[src/rtl/anx_pkg.sv]
// ----------------------------------------------------------------------------
// anx_pkg
// Shared types, codes and header-type helpers for the Annex-B NAL unit
// extractor.
// ----------------------------------------------------------------------------
`default_nettype none

package anx_pkg;

    // result field widths, fixed by the output format
    localparam int OFFSET_W = 32;
    localparam int LENGTH_W = 32;

    // result queue
    localparam int FIFO_DEPTH = 4;
    localparam int FIFO_PTR_W = 2;
    localparam int FIFO_CNT_W = 3;

    // result kinds
    localparam logic KIND_UNIT    = 1'b0;
    localparam logic KIND_SUMMARY = 1'b1;

    // codec codes (codec_select and summary codec)
    localparam logic [1:0] CODEC_NONE = 2'd0;
    localparam logic [1:0] CODEC_AVC  = 2'd1;
    localparam logic [1:0] CODEC_HEVC = 2'd2;

    // start code bytes and lengths
    localparam logic [7:0] SC_BYTE      = 8'h01;
    localparam logic [7:0] ZERO_BYTE    = 8'h00;
    localparam logic [2:0] SC_LEN_SHORT = 3'd3;
    localparam logic [2:0] SC_LEN_LONG  = 3'd4;
    localparam logic [2:0] SC_LEN_NONE  = 3'd0;

    // parameter-set header types
    localparam logic [4:0] AVC_SPS  = 5'd7;
    localparam logic [4:0] AVC_PPS  = 5'd8;
    localparam logic [5:0] HEVC_VPS = 6'd32;
    localparam logic [5:0] HEVC_PPS = 6'd34;

    typedef struct packed {
        logic                kind;
        logic [OFFSET_W-1:0] unit_offset;
        logic [LENGTH_W-1:0] unit_length;
        logic [2:0]          start_code_len;
        logic [4:0]          avc_type;
        logic [5:0]          hevc_type;
        logic [1:0]          codec;
        logic                overflow;
        logic                last;
    } anx_result_t;

    typedef struct packed {
        logic rec_valid;
        logic sum_valid;
    } anx_push_t;

    function automatic logic [4:0] avc_type_of(input logic [7:0] hdr);
        return hdr[4:0];
    endfunction

    function automatic logic [5:0] hevc_type_of(input logic [7:0] hdr);
        return hdr[6:1];
    endfunction

    // first parameter-set unit decides; H.265 is checked before H.264
    function automatic logic [1:0] detect_codec(
        input logic [1:0] cur,
        input logic       len_ge2,
        input logic [7:0] hdr
    );
        logic [4:0] avc;
        logic [5:0] hevc;
        avc  = avc_type_of(hdr);
        hevc = hevc_type_of(hdr);
        if (cur != CODEC_NONE)
            return cur;
        else if (len_ge2 && hevc >= HEVC_VPS && hevc <= HEVC_PPS)
            return CODEC_HEVC;
        else if (avc == AVC_SPS || avc == AVC_PPS)
            return CODEC_AVC;
        else
            return CODEC_NONE;
    endfunction

endpackage

`default_nettype wire

[src/rtl/anx_parser.sv]
// ----------------------------------------------------------------------------
// anx_parser
// Start-code tracker: one byte per take, produces at most one unit record
// and one summary per byte.
// ----------------------------------------------------------------------------
`default_nettype none

module anx_parser #(
    parameter int POS_BITS = 32
) (
    input  wire logic                 clk,
    input  wire logic                 rst_n,
    input  wire logic                 take,
    input  wire logic [7:0]           data_byte,
    input  wire logic                 end_of_buffer,
    input  wire logic [1:0]           codec_select,
    output anx_pkg::anx_push_t        push,
    output anx_pkg::anx_result_t      rec_item,
    output anx_pkg::anx_result_t      sum_item
);
    import anx_pkg::*;

    localparam int PW = POS_BITS + 1;
    localparam logic [POS_BITS-1:0] POS_MAX = '1;

    logic [POS_BITS-1:0] pos_reg;
    logic [1:0]          zero_run_reg;
    logic                unit_open_reg;
    logic [PW-1:0]       unit_start_reg;
    logic [7:0]          fpb_reg;
    logic [1:0]          det_reg;
    logic                sat_reg;
    logic [2:0]          code_len_reg;

    logic [POS_BITS-1:0] pos_next;
    logic [1:0]          zero_run_next;
    logic                unit_open_next;
    logic [PW-1:0]       unit_start_next;
    logic [7:0]          fpb_next;
    logic [1:0]          det_next;
    logic                sat_next;
    logic [2:0]          code_len_next;

    logic [7:0]    fpb_cur;
    logic          is_sc;
    logic [2:0]    sc_len;
    logic [PW-1:0] pos_ext;
    logic [PW-1:0] pos_inc;
    logic [PW-1:0] back;
    logic [PW-1:0] code_start;
    logic [PW-1:0] close_end;
    logic          close_ok;
    logic [PW-1:0] close_len;
    logic [1:0]    sum_codec;

    always_comb
    begin
        pos_ext = {1'b0, pos_reg};
        pos_inc = pos_ext + PW'(1);

        // first payload byte arrives while the unit is open at its start index
        fpb_cur = (unit_open_reg && pos_ext == unit_start_reg) ? data_byte : fpb_reg;

        is_sc  = (data_byte == SC_BYTE) && (zero_run_reg >= 2'd2);
        sc_len = (zero_run_reg == 2'd3) ? SC_LEN_LONG : SC_LEN_SHORT;
        back   = PW'(sc_len - 3'd1);
        code_start = (pos_ext >= back) ? (pos_ext - back) : '0;

        // a start code closes at its first zero; otherwise end of buffer closes
        close_end = is_sc ? code_start : pos_inc;
        close_ok  = unit_open_reg && (close_end > unit_start_reg)
                    && (is_sc || end_of_buffer);
        close_len = close_end - unit_start_reg;

        det_next = close_ok ? detect_codec(det_reg, close_len >= PW'(2), fpb_cur)
                            : det_reg;

        unique case (codec_select)
            CODEC_AVC:  sum_codec = CODEC_AVC;
            CODEC_HEVC: sum_codec = CODEC_HEVC;
            default:    sum_codec = (det_next != CODEC_NONE) ? det_next : CODEC_AVC;
        endcase

        sat_next = sat_reg || (pos_reg == POS_MAX);
        pos_next = (pos_reg == POS_MAX) ? POS_MAX : pos_inc[POS_BITS-1:0];

        if (is_sc)
            zero_run_next = 2'd0;
        else if (data_byte == ZERO_BYTE)
            zero_run_next = (zero_run_reg == 2'd3) ? 2'd3 : zero_run_reg + 2'd1;
        else
            zero_run_next = 2'd0;

        unit_open_next  = is_sc ? 1'b1 : unit_open_reg;
        unit_start_next = is_sc ? pos_inc : unit_start_reg;
        fpb_next        = is_sc ? ZERO_BYTE : fpb_cur;
        code_len_next   = is_sc ? sc_len : code_len_reg;

        rec_item.kind           = KIND_UNIT;
        rec_item.unit_offset    = OFFSET_W'(unit_start_reg);
        rec_item.unit_length    = LENGTH_W'(close_len);
        rec_item.start_code_len = code_len_reg;
        rec_item.avc_type       = avc_type_of(fpb_cur);
        rec_item.hevc_type      = hevc_type_of(fpb_cur);
        rec_item.codec          = CODEC_NONE;
        rec_item.overflow       = 1'b0;
        rec_item.last           = !end_of_buffer;

        sum_item.kind           = KIND_SUMMARY;
        sum_item.unit_offset    = '0;
        sum_item.unit_length    = '0;
        sum_item.start_code_len = SC_LEN_NONE;
        sum_item.avc_type       = '0;
        sum_item.hevc_type      = '0;
        sum_item.codec          = sum_codec;
        sum_item.overflow       = sat_next;
        sum_item.last           = 1'b1;

        push.rec_valid = take && close_ok;
        push.sum_valid = take && end_of_buffer;
    end

    always_ff @(posedge clk or negedge rst_n)
    begin
        if (!rst_n)
        begin
            pos_reg        <= '0;
            zero_run_reg   <= '0;
            unit_open_reg  <= 1'b0;
            unit_start_reg <= '0;
            fpb_reg        <= '0;
            det_reg        <= CODEC_NONE;
            sat_reg        <= 1'b0;
            code_len_reg   <= SC_LEN_NONE;
        end
        else if (take)
        begin
            if (end_of_buffer)
            begin
                // new buffer starts from scratch
                pos_reg        <= '0;
                zero_run_reg   <= '0;
                unit_open_reg  <= 1'b0;
                unit_start_reg <= '0;
                fpb_reg        <= '0;
                det_reg        <= CODEC_NONE;
                sat_reg        <= 1'b0;
                code_len_reg   <= SC_LEN_NONE;
            end
            else
            begin
                pos_reg        <= pos_next;
                zero_run_reg   <= zero_run_next;
                unit_open_reg  <= unit_open_next;
                unit_start_reg <= unit_start_next;
                fpb_reg        <= fpb_next;
                det_reg        <= det_next;
                sat_reg        <= sat_next;
                code_len_reg   <= code_len_next;
            end
        end
    end

endmodule

`default_nettype wire

[src/rtl/annexb_nal_unit_extractor_core.sv]
// ----------------------------------------------------------------------------
// annexb_nal_unit_extractor_core
// Annex-B start-code parser: finds NAL units in a byte stream and reports
// offset, length, start-code length, header types and a per-buffer summary.
// ----------------------------------------------------------------------------
//   channel   signals                                       dir  handshake
//   in        data_byte, end_of_buffer                       in   in_valid/in_ready
//   out       kind .. last (one result per request)          out  out_valid/out_ready
//   cfg       cfg_wr_data -> codec_select                    in   cfg_wr_en, no wait
//
// One byte per cycle while in_ready is high; results land in a 4-entry queue
// the cycle after the byte is taken. A byte yields 0, 1 or 2 results
// (record and/or summary); in_ready drops while fewer than two queue slots
// are free, so both results of a byte always find room in the queue.
// Reset (rst_n low, async) clears parser state, the queue and codec_select.
// ----------------------------------------------------------------------------
`default_nettype none

module annexb_nal_unit_extractor_core #(
    parameter int POS_BITS = 32
) (
    input  wire logic        clk,
    input  wire logic        rst_n,

    input  wire logic        in_valid,
    output      logic        in_ready,
    input  wire logic [7:0]  data_byte,
    input  wire logic        end_of_buffer,

    output      logic        out_valid,
    input  wire logic        out_ready,
    output      logic        kind,
    output      logic [31:0] unit_offset,
    output      logic [31:0] unit_length,
    output      logic [2:0]  start_code_len,
    output      logic [4:0]  avc_type,
    output      logic [5:0]  hevc_type,
    output      logic [1:0]  codec,
    output      logic        overflow,
    output      logic        last,

    input  wire logic        cfg_wr_en,
    input  wire logic [1:0]  cfg_wr_data
);
    import anx_pkg::*;

    logic [1:0] codec_select_reg;

    logic        take;
    anx_push_t   push;
    anx_result_t rec_item;
    anx_result_t sum_item;
    anx_result_t first_item;
    anx_result_t head;

    anx_result_t           fifo_mem [FIFO_DEPTH];
    logic [FIFO_PTR_W-1:0] wr_ptr_reg, wr_ptr_next;
    logic [FIFO_PTR_W-1:0] rd_ptr_reg, rd_ptr_next;
    logic [FIFO_CNT_W-1:0] count_reg, count_next;
    logic [FIFO_CNT_W-1:0] n_push;
    logic                  pop;

    always_ff @(posedge clk or negedge rst_n)
    begin
        if (!rst_n)
            codec_select_reg <= CODEC_NONE;
        else if (cfg_wr_en)
            codec_select_reg <= cfg_wr_data;
    end

    assign in_ready = (count_reg <= FIFO_CNT_W'(FIFO_DEPTH - 2));
    assign take     = in_valid && in_ready;

    anx_parser #(
        .POS_BITS (POS_BITS)
    ) u_parser (
        .clk           (clk),
        .rst_n         (rst_n),
        .take          (take),
        .data_byte     (data_byte),
        .end_of_buffer (end_of_buffer),
        .codec_select  (codec_select_reg),
        .push          (push),
        .rec_item      (rec_item),
        .sum_item      (sum_item)
    );

    always_comb
    begin
        first_item  = push.rec_valid ? rec_item : sum_item;
        n_push      = FIFO_CNT_W'(push.rec_valid) + FIFO_CNT_W'(push.sum_valid);
        pop         = out_valid && out_ready;
        wr_ptr_next = wr_ptr_reg + FIFO_PTR_W'(n_push);
        rd_ptr_next = rd_ptr_reg + FIFO_PTR_W'(pop);
        count_next  = count_reg + n_push - FIFO_CNT_W'(pop);
    end

    // record goes first, summary behind it
    always_ff @(posedge clk)
    begin
        if (push.rec_valid || push.sum_valid)
            fifo_mem[wr_ptr_reg] <= first_item;
        if (push.rec_valid && push.sum_valid)
            fifo_mem[wr_ptr_reg + FIFO_PTR_W'(1)] <= sum_item;
    end

    always_ff @(posedge clk or negedge rst_n)
    begin
        if (!rst_n)
        begin
            wr_ptr_reg <= '0;
            rd_ptr_reg <= '0;
            count_reg  <= '0;
        end
        else
        begin
            wr_ptr_reg <= wr_ptr_next;
            rd_ptr_reg <= rd_ptr_next;
            count_reg  <= count_next;
        end
    end

    assign head           = fifo_mem[rd_ptr_reg];
    assign out_valid      = (count_reg != '0);
    assign kind           = head.kind;
    assign unit_offset    = head.unit_offset;
    assign unit_length    = head.unit_length;
    assign start_code_len = head.start_code_len;
    assign avc_type       = head.avc_type;
    assign hevc_type      = head.hevc_type;
    assign codec          = head.codec;
    assign overflow       = head.overflow;
    assign last           = head.last;

`ifndef SYNTHESIS
    a_queue_bound: assert property (@(posedge clk) disable iff (!rst_n)
        count_reg <= FIFO_CNT_W'(FIFO_DEPTH))
        else $error("result queue overfilled");

    a_summary_last: assert property (@(posedge clk) disable iff (!rst_n)
        out_valid && kind == KIND_SUMMARY |-> last && start_code_len == SC_LEN_NONE)
        else $error("summary without last or with start code length");

    a_record_fields: assert property (@(posedge clk) disable iff (!rst_n)
        out_valid && kind == KIND_UNIT
        |-> (start_code_len == SC_LEN_SHORT || start_code_len == SC_LEN_LONG)
            && codec == CODEC_NONE && !overflow)
        else $error("malformed unit record");

    a_push_room: assert property (@(posedge clk) disable iff (!rst_n)
        push.rec_valid || push.sum_valid |-> count_reg <= FIFO_CNT_W'(FIFO_DEPTH - 2))
        else $error("results pushed without room");
`endif

endmodule

`default_nettype wire

[config.mk]
export PLATFORM = sky130hd
export DESIGN_NAME = annexb_nal_unit_extractor_core
export DESIGN_NICKNAME = d
export VERILOG_FILES = /design/src/rtl/anx_pkg.sv /design/src/rtl/anx_parser.sv /design/src/rtl/annexb_nal_unit_extractor_core.sv
export SDC_FILE = /design/constraint.sdc
export NUM_CORES = 1
export LEC_CHECK = 0
export ABC_AREA = 0
export BUFFER_PORTS_ARGS = -buffer_cell sky130_fd_sc_hd__buf_2
export CORE_MARGIN = 4
export CORE_UTILIZATION = 65
export DETAILED_ROUTE_END_ITERATION = 16
export GPL_ROUTABILITY_DRIVEN = 0
export PLACE_DENSITY = 0.84
export REMOVE_ABC_BUFFERS = 1
export SYNTH_ARGS = -nofsm -noshare
export SYNTH_HDL_FRONTEND = slang
export SYNTH_SLANG_ARGS = --single-unit
export TNS_END_PERCENT = 5
[constraint.sdc]
create_clock -name clk -period 10.1 [get_ports clk]
set_input_delay 2.02 -clock clk [delete_from_list [all_inputs] [get_ports clk]]
set_output_delay 2.02 -clock clk [all_outputs]
set_load 0.01 [all_outputs]
-- After elaboration in Yosys (flattened, before gate mapping)
Memories as Yosys holds them, arrays and structs flattened.
Cells that the tools add are included.
- memories kept: 1
- register bits after elaboration: 90
- output and inout port bits: 85
- bits in writable memories: 332
- bits of input ports: 16
- reductions and logical operators: 22
- muxes and demuxes: 31
- equal/unequal tests: 8
- magnitude comparators: 7
- $add $sub $neg: 11
- memory list (name ; words ; bits a word ; rd ports ; clocked after memory_dff ; write ports ; line ; text):
    fifo_mem ; 4 ; 83 ; 1 ; 0 ; 2 ; annexb_nal_unit_extractor_core.sv:56 ; anx_result_t fifo_mem [FIFO_DEPTH];
- operators by type and width (kind ; number):
    33-bit 2-to-1 mux ; 4
    83-bit 2-to-1 mux ; 1
    32-bit 2-to-1 mux ; 2
    32-bit by 1-bit adder with 33-bit output, second input constant ; 1
    32-bit by 33-bit == test with 1-bit output ; 1
    32-bit by 33-bit greater-or-equal comparator with 1-bit output ; 1
    33-bit by 2-bit greater-or-equal comparator with 1-bit output, second input constant ; 1
    33-bit > comparator ; 1
    32-bit by 33-bit subtractor with 33-bit output ; 1
    33-bit subtractor ; 1
    32-bit == test, second input constant ; 1
    7-bit 2-to-1 mux ; 3
    2-bit 2-to-1 mux ; 9
    1-bit logical AND ; 11
    3-bit 2-to-1 mux ; 3
    8-bit by 1-bit == test with 1-bit output, second input constant ; 1
    8-bit zero test ; 1
    1-bit 2-to-1 mux ; 8
    6-bit greater-or-equal comparator, second input constant ; 1
    6-bit less-or-equal comparator, second input constant ; 1
    2-bit nonzero test ; 3
    5-bit by 3-bit == test with 1-bit output, second input constant ; 1
    5-bit by 4-bit == test with 1-bit output, second input constant ; 1
    2-bit by 1-bit adder with 2-bit output, second input constant ; 2
    15 further kinds ; 19

-- Logic depth before layout (Yosys ltp)
Gate-level depths: netlist of the first run.
- depth after elaboration: 17
- depth in mapped cells: 35

-- By module
A second synthesis of the first run with hierarchy kept.
- cells, all modules: 2421
- area total of the unflattened synthesis: 26457.9 um2
- modules (own cells, without submodules) (module ; sequential area each (um2) ; cells each ; instances ; area each (um2)):
    annexb_nal_unit_extractor_core ; 10194.8 ; 1257 ; 1 ; 17693.2
    anx_parser ; 2001.9 ; 1164 ; 1 ; 8764.7

-- Worst setup path after synthesis of the first run
Ideal clock, no wire load.
- path kind: input to register
- start: input data_byte[1]
- end: register count_reg[2]
- slack: 2.946 ns
- stages on the path: 27
- buffers on the path: 4
- arrival: 7.031 ns
- cells stage by stage: nor4_1 -> nand4_1 -> clkbuf_1 -> a21oi_1 -> clkbuf_1 -> a21oi_1 -> a21oi_1 -> ha_1 -> nor2_1 -> a211oi_1 -> o21ai_0 -> a211oi_1 -> o21ai_0 -> a21oi_1 -> and2_1 -> clkbuf_1 -> inv_2 -> buf_6 -> ha_1 -> inv_1 -> ha_1 -> inv_1 -> ha_1 -> inv_1 -> fa_1 -> xor2_1 -> xnor2_1
- cells in the longest elaborated chain, start to end: 10
- elaborated cells on any way between the ends: 11
- classes of those cells: add/sub: 3; order compare: 1; eq/ne: 1; mux: 1; reduce/logical: 5
- RTL lines (what ; line ; text):
    from (decl) ; annexb_nal_unit_extractor_core.sv:27 ; input wire logic [7:0] data_byte,
    8-bit by 1-bit == test with 1-bit output (*) ; anx_parser.sv:64 ; is_sc = (data_byte == SC_BYTE) && (zero_run_reg >= 2'd2);
    1-bit logical AND (*) ; anx_parser.sv:64 ;
    33-bit 2-to-1 mux ; anx_parser.sv:70 ; close_end = is_sc ? code_start : pos_inc;
    33-bit > comparator ; anx_parser.sv:71 ; close_ok = unit_open_reg && (close_end > unit_start_reg)
    1-bit logical AND ; anx_parser.sv:71 ;
    1-bit logical AND (*) ; anx_parser.sv:72 ; && (is_sc || end_of_buffer);
    1-bit logical AND (*) ; anx_parser.sv:119 ; push.rec_valid = take && close_ok;
    1-bit by 1-bit adder with 2-bit output (*) ; annexb_nal_unit_extractor_core.sv:91 ; n_push = FIFO_CNT_W'(push.rec_valid) + FIFO_CNT_W'(push.sum_valid);
    3-bit by 2-bit adder with 3-bit output (*) ; annexb_nal_unit_extractor_core.sv:95 ; count_next = count_reg + n_push - FIFO_CNT_W'(pop);
    3-bit by 1-bit subtractor with 3-bit output (*) ; annexb_nal_unit_extractor_core.sv:95 ;
    named net count_next[2] ; annexb_nal_unit_extractor_core.sv:59 ; logic [FIFO_CNT_W-1:0] count_reg, count_next;
    to (signal assigned) ; annexb_nal_unit_extractor_core.sv:119 ; count_reg <= count_next;
    to (decl) ; annexb_nal_unit_extractor_core.sv:59 ;
Mark *: on every way through the listed nets, which the timed path passes. The rest lies on a longest branch.
A chain may end at the register's enable or synchronous reset.

==> impl_metrics.env, run 1 <==
export IMPL_yosys_top_cells_area="dfxtp_1 31%, dfrtp_1 11%, mux4_2 8.9%, o21ai_0 7.5%, nand2_1 7.0%"
export IMPL_tightest_slew_ns=1.22
export IMPL_period_share_pct=82.8
export IMPL_drt_wl_total_um=55300
export IMPL_gr_total_overflow=0
export IMPL_fin_worst_skew_ns=0.0183
export IMPL_die_y_um=182
export IMPL_core_mm2=0.0297
export IMPL_rsz0062_at_grt="no"
export IMPL_drive_gt1_share_pct=14.0
export IMPL_leakagePower_nw=8.89
export IMPL_synth_cell_types=78
export IMPL_finalSetupTns_ns=0
export IMPL_largest_register_ff_count=312
export IMPL_worstPathArrival_ns=8.85
export IMPL_dr_total_vias=17100
export IMPL_hold_class="flip-flop to flip-flop"
export IMPL_synth_area_per_cell_um2=9.20
export IMPL_busiest_layer="met2"
export IMPL_wl_per_cell_um=21.6
export IMPL_drc=0
export IMPL_cts_tree="yes"
export IMPL_drtIter0Drc=1965
export IMPL_track_usage_pct=32.8
export IMPL_critical_path_endpoint_type="flip-flop"
export IMPL_io_buffers=100
export IMPL_crit_family="compound AO/OA/AOI/OAI gates"
export IMPL_synth_edf_count=12
export IMPL_cts_buffer_depth=3
export IMPL_path_cells="buf_2, nor4_1, nand4_1, buf_4, a21o_1, o22a_1, a21oi_1, ha_1, nand2_1, a211oi_1, o21ai_0, a211oi_1, o21ai_0, a21oi_1, and2_1, buf_4, inv_2, ha_1, nor2b_1, nand2b_1, nor2_1, a22o_2"
export IMPL_antenna_found_initial=1
export IMPL_die_area_mm2=0.0331
export IMPL_num_rows=63
export IMPL_placed_area_mm2=0.0202
export IMPL_num_antenna_cells=0
export IMPL_cts_setup_buffers=0
export IMPL_synth_top_cell_area_share_pct=30.5
export IMPL_slowest_delay_ns=0.91
export IMPL_clk_pin_slew_worst_paths_ns=0.06
export IMPL_yosysTopAreaCell="dfxtp_1"
export IMPL_finalHoldViolCount=0
export IMPL_synth_ff_type="dfxtp_1"
export IMPL_path_buf_inv=4
export IMPL_setup_violations=0
export IMPL_yosysWarnings=0
export IMPL_finalNetCount=2202
export IMPL_ys_async_sr_fraction_pct=22.2
export IMPL_dieWidth_um=182
export IMPL_outcome="finished, final reports clean"
export IMPL_slew_viol_final=0
export IMPL_slew_headroom_pct=18.5
export IMPL_grt_pass1_vias=16700
export IMPL_synth_seq_area_share_pct=43.7
export IMPL_irDropWorstVdd_v=0.000216
export IMPL_period_needed_ns=8.37
export IMPL_ant_nets=0
export IMPL_cts_buffers=41
export IMPL_grt_start_max_net_pins=74
export IMPL_cp_data_required_time_ns=10.59
export IMPL_power_density_mw_per_mm2=216
export IMPL_finalInstanceArea_mm2=0.0216
export IMPL_viasPerCell=6.67
export IMPL_drt_pass1_iter_count=6
export IMPL_met2_usage_pct=53.3
export IMPL_gr_usage_met1_pct=44.5
export IMPL_place_hpwl_um=36500
export IMPL_cap_violations=0
export IMPL_cts_root_buf="clkbuf_16"
export IMPL_ctsHoldBuffers=0
export IMPL_final_common_cell="nand2_1"
export IMPL_clkLatencyLatePin_ns=0.55
export IMPL_netlist_area_mm2=0.0197
export IMPL_grt_pass1_wl_um=88700
export IMPL_cp_slowest_cell="nor2_1"
export IMPL_worstPathMaxFanout=29
export IMPL_initial_core_util_pct=66.2
export IMPL_startpoint_type="primary input"
export IMPL_path_class="primary input to flip-flop"
export IMPL_io_pins=101
export IMPL_netlist_instances=2140
export IMPL_synth_seq_cells=401
export IMPL_use_met3_pct=4.91
export IMPL_max_freq_mhz=120
export IMPL_cts_resized=0
export IMPL_h_tree_depth=2
export IMPL_layout_common_cells="366 x nand2_1, 300 x dfxtp_1, 296 x o21ai_0, 99 x a21oi_1, 99 x buf_2"
export IMPL_area_growth_pct=9.86
export IMPL_cts_sinks=401
==> tightest hold or removal path, delay by kind of cell (launching register included) <==
kind | cells | cell delay, ns
AND/OR/NAND/NOR | 2 | 0.09
flip-flops | 1 | 0.30
==> path summary, 6_finish.rpt <==
path	startpoint	end	slack (ns)	depth (start not counted)
worst max-delay path	data_byte[1]	fifo_mem[1][48]	1.73	22
worst min-delay path	fifo_mem[2][82]	fifo_mem[2][82]	0.44	2
worst max register to register	u_parser.zero_run_reg[0]	fifo_mem[1][48]	1.92	27
worst min register to register	fifo_mem[2][82]	fifo_mem[2][82]	0.44	2
max in group asynchronous	rst_n	u_parser.unit_start_reg[7]	7.48	2
min in group asynchronous	rst_n	count_reg[0]	1.36	1
==> cell type report <==
class	count	area (um2)
repair buffers	126	711
inverters	61	229
multi-input cells	1508	10200
clock inverters	11	139
well taps	390	488
flip-flops and latches	401	8600
fillers	2076	8100
clock buffers	64	1270
==> stage by stage <==
stage | util [%] | cells | setup slack [ns] | hold WS [ns] | total power [mW]
floorplan | - | 1970 | 0.273 | 0.418 | 2.69
global placement | 68.0 | 2486 | 1.69 | 0.428 | 3.07
detailed placement | 68.0 | 2486 | 1.42 | 0.431 | 3.09
CTS | 72.8 | 2561 | 1.98 | 0.442 | 4.64
global route | 72.8 | 2561 | 1.37 | 0.460 | 4.84
finish | 72.8 | 2561 | 1.73 | 0.440 | 4.67
==> report_power, final <==
part	total, mW	switching [mW]	internal [mW]	leakage, nW
registers	1.77	0.123	1.65	3.75
logic	1.34	0.843	0.499	4.46
clock network	1.56	0.634	0.921	0.690
==> cell usage after synthesis, types with 5 or more instances <==
cell type	number
nor4_1	7
a31o_2	6
buf_2	5
and3_1	22
mux4_2	78
o22ai_1	15
a311oi_1	5
dfxtp_1	300
ha_1	45
a22o_1	71
nand4_1	16
o22a_1	8
o21ai_0	296
nor2b_1	9
nor2_1	88
buf_1	12
a31oi_1	12
a21o_1	29
a21oi_1	99
buf_4	10
nand2b_1	9
nor3b_1	6
dfrtp_1	89
a211oi_1	23
nand2_1	368
a221oi_1	9
o31ai_1	7
xor2_1	48
nand3_1	28
or3_1	9
clkbuf_1	142
xnor2_1	56
inv_1	60
nor3_1	28
edfxtp_1	12
mux2i_1	18
and2_1	16
==> per-layer routing <==
metal  up-vias  wire (um)
met5         -          0
met4         0       2190
met3       168       5250
met2      1021      26100
met1      8260      21800
li1       7640          -
==> kinds of logic after synthesis <==
kind of cell	count (synthesis)	share of synthesized area, %
compound gates	626	19.7
xor+xnor	104	4.63
fa+ha+maj	47	3.06
buf+inv	231	4.67
flops	401	43.7
mux	96	9.84
simple gates	635	14.4
Power figures use the tool's default switching activity.
==> run 2, diff against run 1 <==
CORE_UTILIZATION = 62   (was 65)
PLACE_DENSITY = 0.81   (was 0.84)
clock period = 8.37 ns   (was 10.1 ns; I/O delays follow)
==> run 2 against run 1 <==
- core utilization down 2.7 points
- non-clock buffer count up 5
- wire length up 1.2%
- largest power group unchanged
- clock skew up 0.0084 ns
==> impl_metrics.env, run 2 (synthesis gave the netlist of run 1 again) <==
export IMPL_dieWidth_um=186
export IMPL_drtIter0Drc=1882
export IMPL_rsz0062_at_grt="no"
export IMPL_critical_path_endpoint_type="flip-flop"
export IMPL_fin_worst_skew_ns=0.0266
export IMPL_drt_pass1_iter_count=6
export IMPL_cts_setup_buffers=0
export IMPL_max_freq_mhz=128
export IMPL_outcome="finished, final reports clean"
export IMPL_core_mm2=0.0310
export IMPL_track_usage_pct=32.1
export IMPL_drive_gt1_share_pct=14.2
export IMPL_cts_sinks=401
export IMPL_slowest_delay_ns=0.72
export IMPL_cp_startpoint="data_byte[1]"
export IMPL_path_buf_inv=3
export IMPL_crit_family="simple AND/OR/NAND/NOR gates"
export IMPL_cp_slowest_cell="nor2_1"
export IMPL_antenna_found_initial=1
export IMPL_leakagePower_nw=8.93
export IMPL_die_area_mm2=0.0347
export IMPL_hold_start="fifo_mem[0][82]"
export IMPL_path_cells="buf_2, nor4_1, nand4_1, a21o_1, buf_4, nor2_1, a211oi_1, a21oi_1, ha_1, nand2_1, nor3_1, nand2_1, a211oi_1, o21ai_0, a21oi_1, and2_2, inv_2, ha_1, nor2b_1, nand2_1, nor2_1, a22o_2"
export IMPL_cts_root_buf="clkbuf_16"
export IMPL_grt_start_max_net_pins=75
export IMPL_h_tree_depth=2
export IMPL_place_hpwl_um=37200
export IMPL_initial_core_util_pct=63.5
export IMPL_setup_slack_ns=0.573
export IMPL_layout_common_cells="366 x nand2_1, 300 x dfxtp_1, 296 x o21ai_0, 99 x a21oi_1, 99 x buf_2"
export IMPL_period_share_pct=93.1
export IMPL_multi_input_area_mm2=0.0102
export IMPL_cts_buffers=41
export IMPL_final_common_cell="nand2_1"
export IMPL_power_density_mw_per_mm2=262
export IMPL_whs_ns=0.446
export IMPL_cp_data_required_time_ns=8.87
export IMPL_cap_violations=0
export IMPL_finalHoldViolCount=0
export IMPL_dp_slack_ns=-0.0587
export IMPL_regArea_mm2=0.00860
export IMPL_die_y_um=186
export IMPL_viasPerCell=6.66
export IMPL_total_power_mw=5.68
export IMPL_finalInstanceArea_mm2=0.0217
export IMPL_grt_pass1_vias=16700
export IMPL_drc=0
export IMPL_nFillCells=2317
export IMPL_tightest_slew_ns=1.28
export IMPL_path_class="primary input to flip-flop"
export IMPL_slew_headroom_pct=14.8
export IMPL_slew_viol_final=0
export IMPL_cts_tree="yes"
export IMPL_irDropWorstVdd_v=0.000240
export IMPL_period_needed_ns=7.80
export IMPL_cts_buffer_depth=3
export IMPL_reg2reg_from="u_parser.pos_reg[0]"
export IMPL_worstPathArrival_ns=8.29
export IMPL_finalSetupTns_ns=0
export IMPL_wl_per_cell_um=21.8
export IMPL_io_pins=101
export IMPL_clk_pin_slew_worst_paths_ns=0.06
export IMPL_worstPathMaxFanout=22
export IMPL_crit_path_frequent_cell="nand2_1"
export IMPL_startpoint_type="primary input"
export IMPL_clkLatencyLatePin_ns=0.55
export IMPL_num_rows=64
export IMPL_finalNetCount=2207
export IMPL_drt_wl_total_um=56000
export IMPL_area_growth_pct=10.3
export IMPL_cts_resized=0
export IMPL_gr_total_overflow=0
export IMPL_dr_total_vias=17100
export IMPL_io_buffers=100
export IMPL_ant_nets=0
export IMPL_grt_pass1_wl_um=89400
export IMPL_num_antenna_cells=0
export IMPL_ctsHoldBuffers=0
export IMPL_placed_area_mm2=0.0203
export IMPL_setup_violations=0
export IMPL_hold_class="flip-flop to flip-flop"
export IMPL_largest_register_ff_count=312
## run 2: final timing paths
path                                               to  slack [ns]  cells after the start
setup / recovery                      fifo_mem[3][48]        0.57                     22
min in group asynchronous    u_parser.code_len_reg[2]        1.04                      1
hold reg to reg                       fifo_mem[0][82]        0.45                      2
hold / removal                        fifo_mem[0][82]        0.45                      2
max in group asynchronous  u_parser.unit_start_reg[3]        6.11                      2
setup reg to reg                      fifo_mem[0][61]        0.62                     25
## run 2: final cells by class
type                       instances  area share, %
tap                              396           2.28
clock inverter                    15           1.17
sequential                       401           39.6
timing repair buffer             131           3.50
inverter                          61           1.05
clock buffer                      59           5.37
multi-input combinational       1508           47.0
## run 2: power breakdown
group          switching [mW]  internal, mW  total [mW]
registers               0.147          1.99        2.13
logic                    1.01         0.619        1.63
clock network           0.760          1.16        1.92
total                    1.91          3.76        5.68
## run 2: layer usage
layer  vias up  GRT usage (%)  wire length [um]
li1       7657              -                 -
met1      8370           43.7             22400
met2       932           51.5             26200
met3       176           5.80              5180
met4         0           12.4              2130
met5         -              0                 0
## run 2: worst min-delay path, stage by stage, from the launching register on
cell	delay, ns
dfxtp_1	0.31
nand2_1	0.05
nand2_1	0.04
## run 2: metrics by stage
step / utilization, % / std cells
after floorplan: - / 1970
after global placement: 65.4 / 2497
after detailed placement: 65.4 / 2497
after CTS: 70.0 / 2571
after global routing: 70.0 / 2571
final: 70.0 / 2571
==> run 3, diff against run 2 <==
--- a/config.mk
+++ b/config.mk
@@ -9,7 +9,9 @@
 export BUFFER_PORTS_ARGS = -buffer_cell sky130_fd_sc_hd__buf_2
+export CELL_PAD_IN_SITES_DETAIL_PLACEMENT = 1
+export CELL_PAD_IN_SITES_GLOBAL_PLACEMENT = 1
 export CORE_MARGIN = 4
-export CORE_UTILIZATION = 62
+export CORE_UTILIZATION = 48
 export DETAILED_ROUTE_END_ITERATION = 16
 export GPL_ROUTABILITY_DRIVEN = 0
-export PLACE_DENSITY = 0.81
+export PLACE_DENSITY_LB_ADDON = 0.1
 export REMOVE_ABC_BUFFERS = 1
==> constraint.sdc (replaced) <==
create_clock -name clk -period 8.37 [get_ports clk]
set_input_delay 0.4185 -clock clk [delete_from_list [all_inputs] [get_ports clk]]
set_output_delay 0.4185 -clock clk [all_outputs]
set_load 0.01 [all_outputs]
==> run 3 against run 2 <==
- critical path depth rose by 3
- count of clock-buffer cells in the layout grew 5
- critical endpoint is now fifo_mem[0][56]
- largest cell class unchanged
- core utilization down 15 points
==> impl_metrics.env, run 3 (synthesis gave the netlist of run 1 again) <==
export IMPL_drt_wl_total_um=65200
export IMPL_slew_viol_final=0
export IMPL_track_usage_pct=28.9
export IMPL_area_growth_pct=12.0
export IMPL_num_rows=73
export IMPL_busiest_layer="met2"
export IMPL_finalHoldViolCount=0
export IMPL_period_share_pct=92.1
export IMPL_final_common_cell="nand2_1"
export IMPL_hold_start="cfg_wr_data[0]"
export IMPL_viasPerCell=6.22
export IMPL_h_tree_depth=2
export IMPL_gr_usage_met1_pct=40.1
export IMPL_clkLatencyLatePin_ns=0.58
export IMPL_worstPathMaxFanout=49
export IMPL_path_class="flip-flop to flip-flop"
export IMPL_power_density_mw_per_mm2=267
export IMPL_antenna_found_initial=1
export IMPL_cts_buffer_depth=3
export IMPL_drtIter0Drc=1386
export IMPL_cts_buffers=44
export IMPL_rr_endpoint="fifo_mem[0][56]"
export IMPL_grt_pass1_wl_um=103000
export IMPL_wl_per_cell_um=24.1
export IMPL_grt_start_max_net_pins=74
export IMPL_outcome="finished, final reports clean"
export IMPL_slew_headroom_pct=29.3
export IMPL_io_buffers=100
export IMPL_crit_path_frequent_cell="and3_1"
export IMPL_reg2reg_from="u_parser.pos_reg[2]"
export IMPL_layout_common_cells="365 x nand2_1, 300 x dfxtp_1, 296 x o21ai_0, 99 x a21oi_1, 99 x buf_2"
export IMPL_cts_sinks=401
export IMPL_io_pins=101
export IMPL_rrSetupSlack_ns=0.66
export IMPL_core_mm2=0.0401
export IMPL_place_hpwl_um=44200
export IMPL_gr_total_overflow=0
export IMPL_met2_usage_pct=49.0
export IMPL_drive_gt1_share_pct=14.9
export IMPL_rsz0062_at_grt="no"
export IMPL_drt_pass1_iter_count=5
export IMPL_utilization_pct=55.0
export IMPL_fin_worst_skew_ns=0.0182
export IMPL_clk_pin_slew_worst_paths_ns=0.06
export IMPL_irDropWorstVdd_v=0.000206
export IMPL_dr_total_vias=16900
export IMPL_die_y_um=210
export IMPL_regArea_mm2=0.00860
export IMPL_initial_core_util_pct=49.1
export IMPL_cts_tree="yes"
export IMPL_path_buf_inv=4
export IMPL_reg2regPathDepth=25
export IMPL_finalSetupTns_ns=0
export IMPL_max_freq_mhz=130
export IMPL_period_needed_ns=7.71
export IMPL_crit_family="simple AND/OR/NAND/NOR gates"
export IMPL_setup_violations=0
export IMPL_cts_root_buf="clkbuf_16"
export IMPL_critical_path_endpoint_type="flip-flop"
export IMPL_multi_input_area_mm2=0.0102
export IMPL_num_antenna_cells=0
export IMPL_finalNetCount=2212
export IMPL_use_met3_pct=3.33
export IMPL_startpoint_type="flip-flop"
export IMPL_slowest_delay_ns=0.69
export IMPL_whs_path_depth=3
export IMPL_dieWidth_um=210
export IMPL_whs_endpoint="codec_select_reg[0]"
export IMPL_drc=0
export IMPL_leakagePower_nw=9.02
export IMPL_largest_register_ff_count=312
export IMPL_grt_pass1_vias=17700
export IMPL_cts_setup_buffers=0
export IMPL_nFillCells=4549
export IMPL_worstPathArrival_ns=8.19
export IMPL_hold_class="primary input to flip-flop"
export IMPL_tightest_slew_ns=1.06
export IMPL_cap_violations=0
export IMPL_cp_slowest_cell="and2_2"
export IMPL_cp_data_required_time_ns=8.86
export IMPL_ant_nets=0
export IMPL_die_area_mm2=0.0443
-- run 3: layout make-up --
class / instances / area share (%)
Sequential cell: 401 / 39.0
Clock buffer: 64 / 6.08
Timing Repair Buffer: 133 / 3.53
Tap cell: 525 / 2.98
Inverter: 61 / 1.04
Clock inverter: 18 / 1.01
Multi-Input combinational cell: 1508 / 46.3
-- run 3: worst max path at each step --
| stage | start | to | slack [ns] | depth (start not counted) |
|---|---|---|---|---|
| 4_1_cts | u_parser.pos_reg[6] | fifo_mem[1][37] | 0.20 | 25 |
| 6_report | u_parser.pos_reg[2] | fifo_mem[0][56] | 0.66 | 25 |
| 3_5_place_dp | u_parser.pos_reg[6] | fifo_mem[1][37] | 0.27 | 25 |
| 5_1_grt | u_parser.pos_reg[19] | fifo_mem[0][56] | 0.09 | 27 |
| 2_1_floorplan | u_parser.pos_reg[1] | fifo_mem[2][1] | 0.11 | 21 |
| 3_3_place_gp | u_parser.pos_reg[6] | fifo_mem[1][48] | 0.68 | 25 |
-- run 3: routing by layer --
| metal | wire length, um | part of all wire [%] |
|---|---|---|
| met1 | 29000 | 44 |
| met2 | 31600 | 48 |
| met3 | 3420 | 5.2 |
| met4 | 1190 | 1.8 |
| met5 | 0 | 0 |
-- run 3: tightest hold or removal path, stage by stage --
cell,delay (ns)
buf_2,0.08
nand2_1,0.04
o21ai_0,0.08
-- run 3: report_power, final --
group          total [mW]  switching [mW]  leakage (nW)  internal [mW]
Combinational        1.67            1.05          4.50          0.616
Sequential           2.14           0.152          3.75           1.99
Clock                2.07           0.827         0.776           1.24
Total                5.87            2.03          9.02           3.85
-- run 3: metrics by stage --
step	std cells	worst slack (ns)	total power [mW]	hold slack [ns]	cell area, um2
floorplan	1970	0.111	3.25	0.123	19000
global placement	2627	0.685	3.79	0.428	20400
detailed placement	2627	0.273	3.82	0.439	20400
CTS	2710	0.199	5.89	0.0494	22000
global route	2710	0.0866	6.12	0.0960	22000
finish	2710	0.664	5.87	0.0696	22000
-- run 3: repair_timing --
item                                    4_1_cts  5_1_grt
endpoints found under the setup margin        0      299
endpoints found under the hold margin        43        0
resized for setup                             0        5
hold buffers                                  1        0
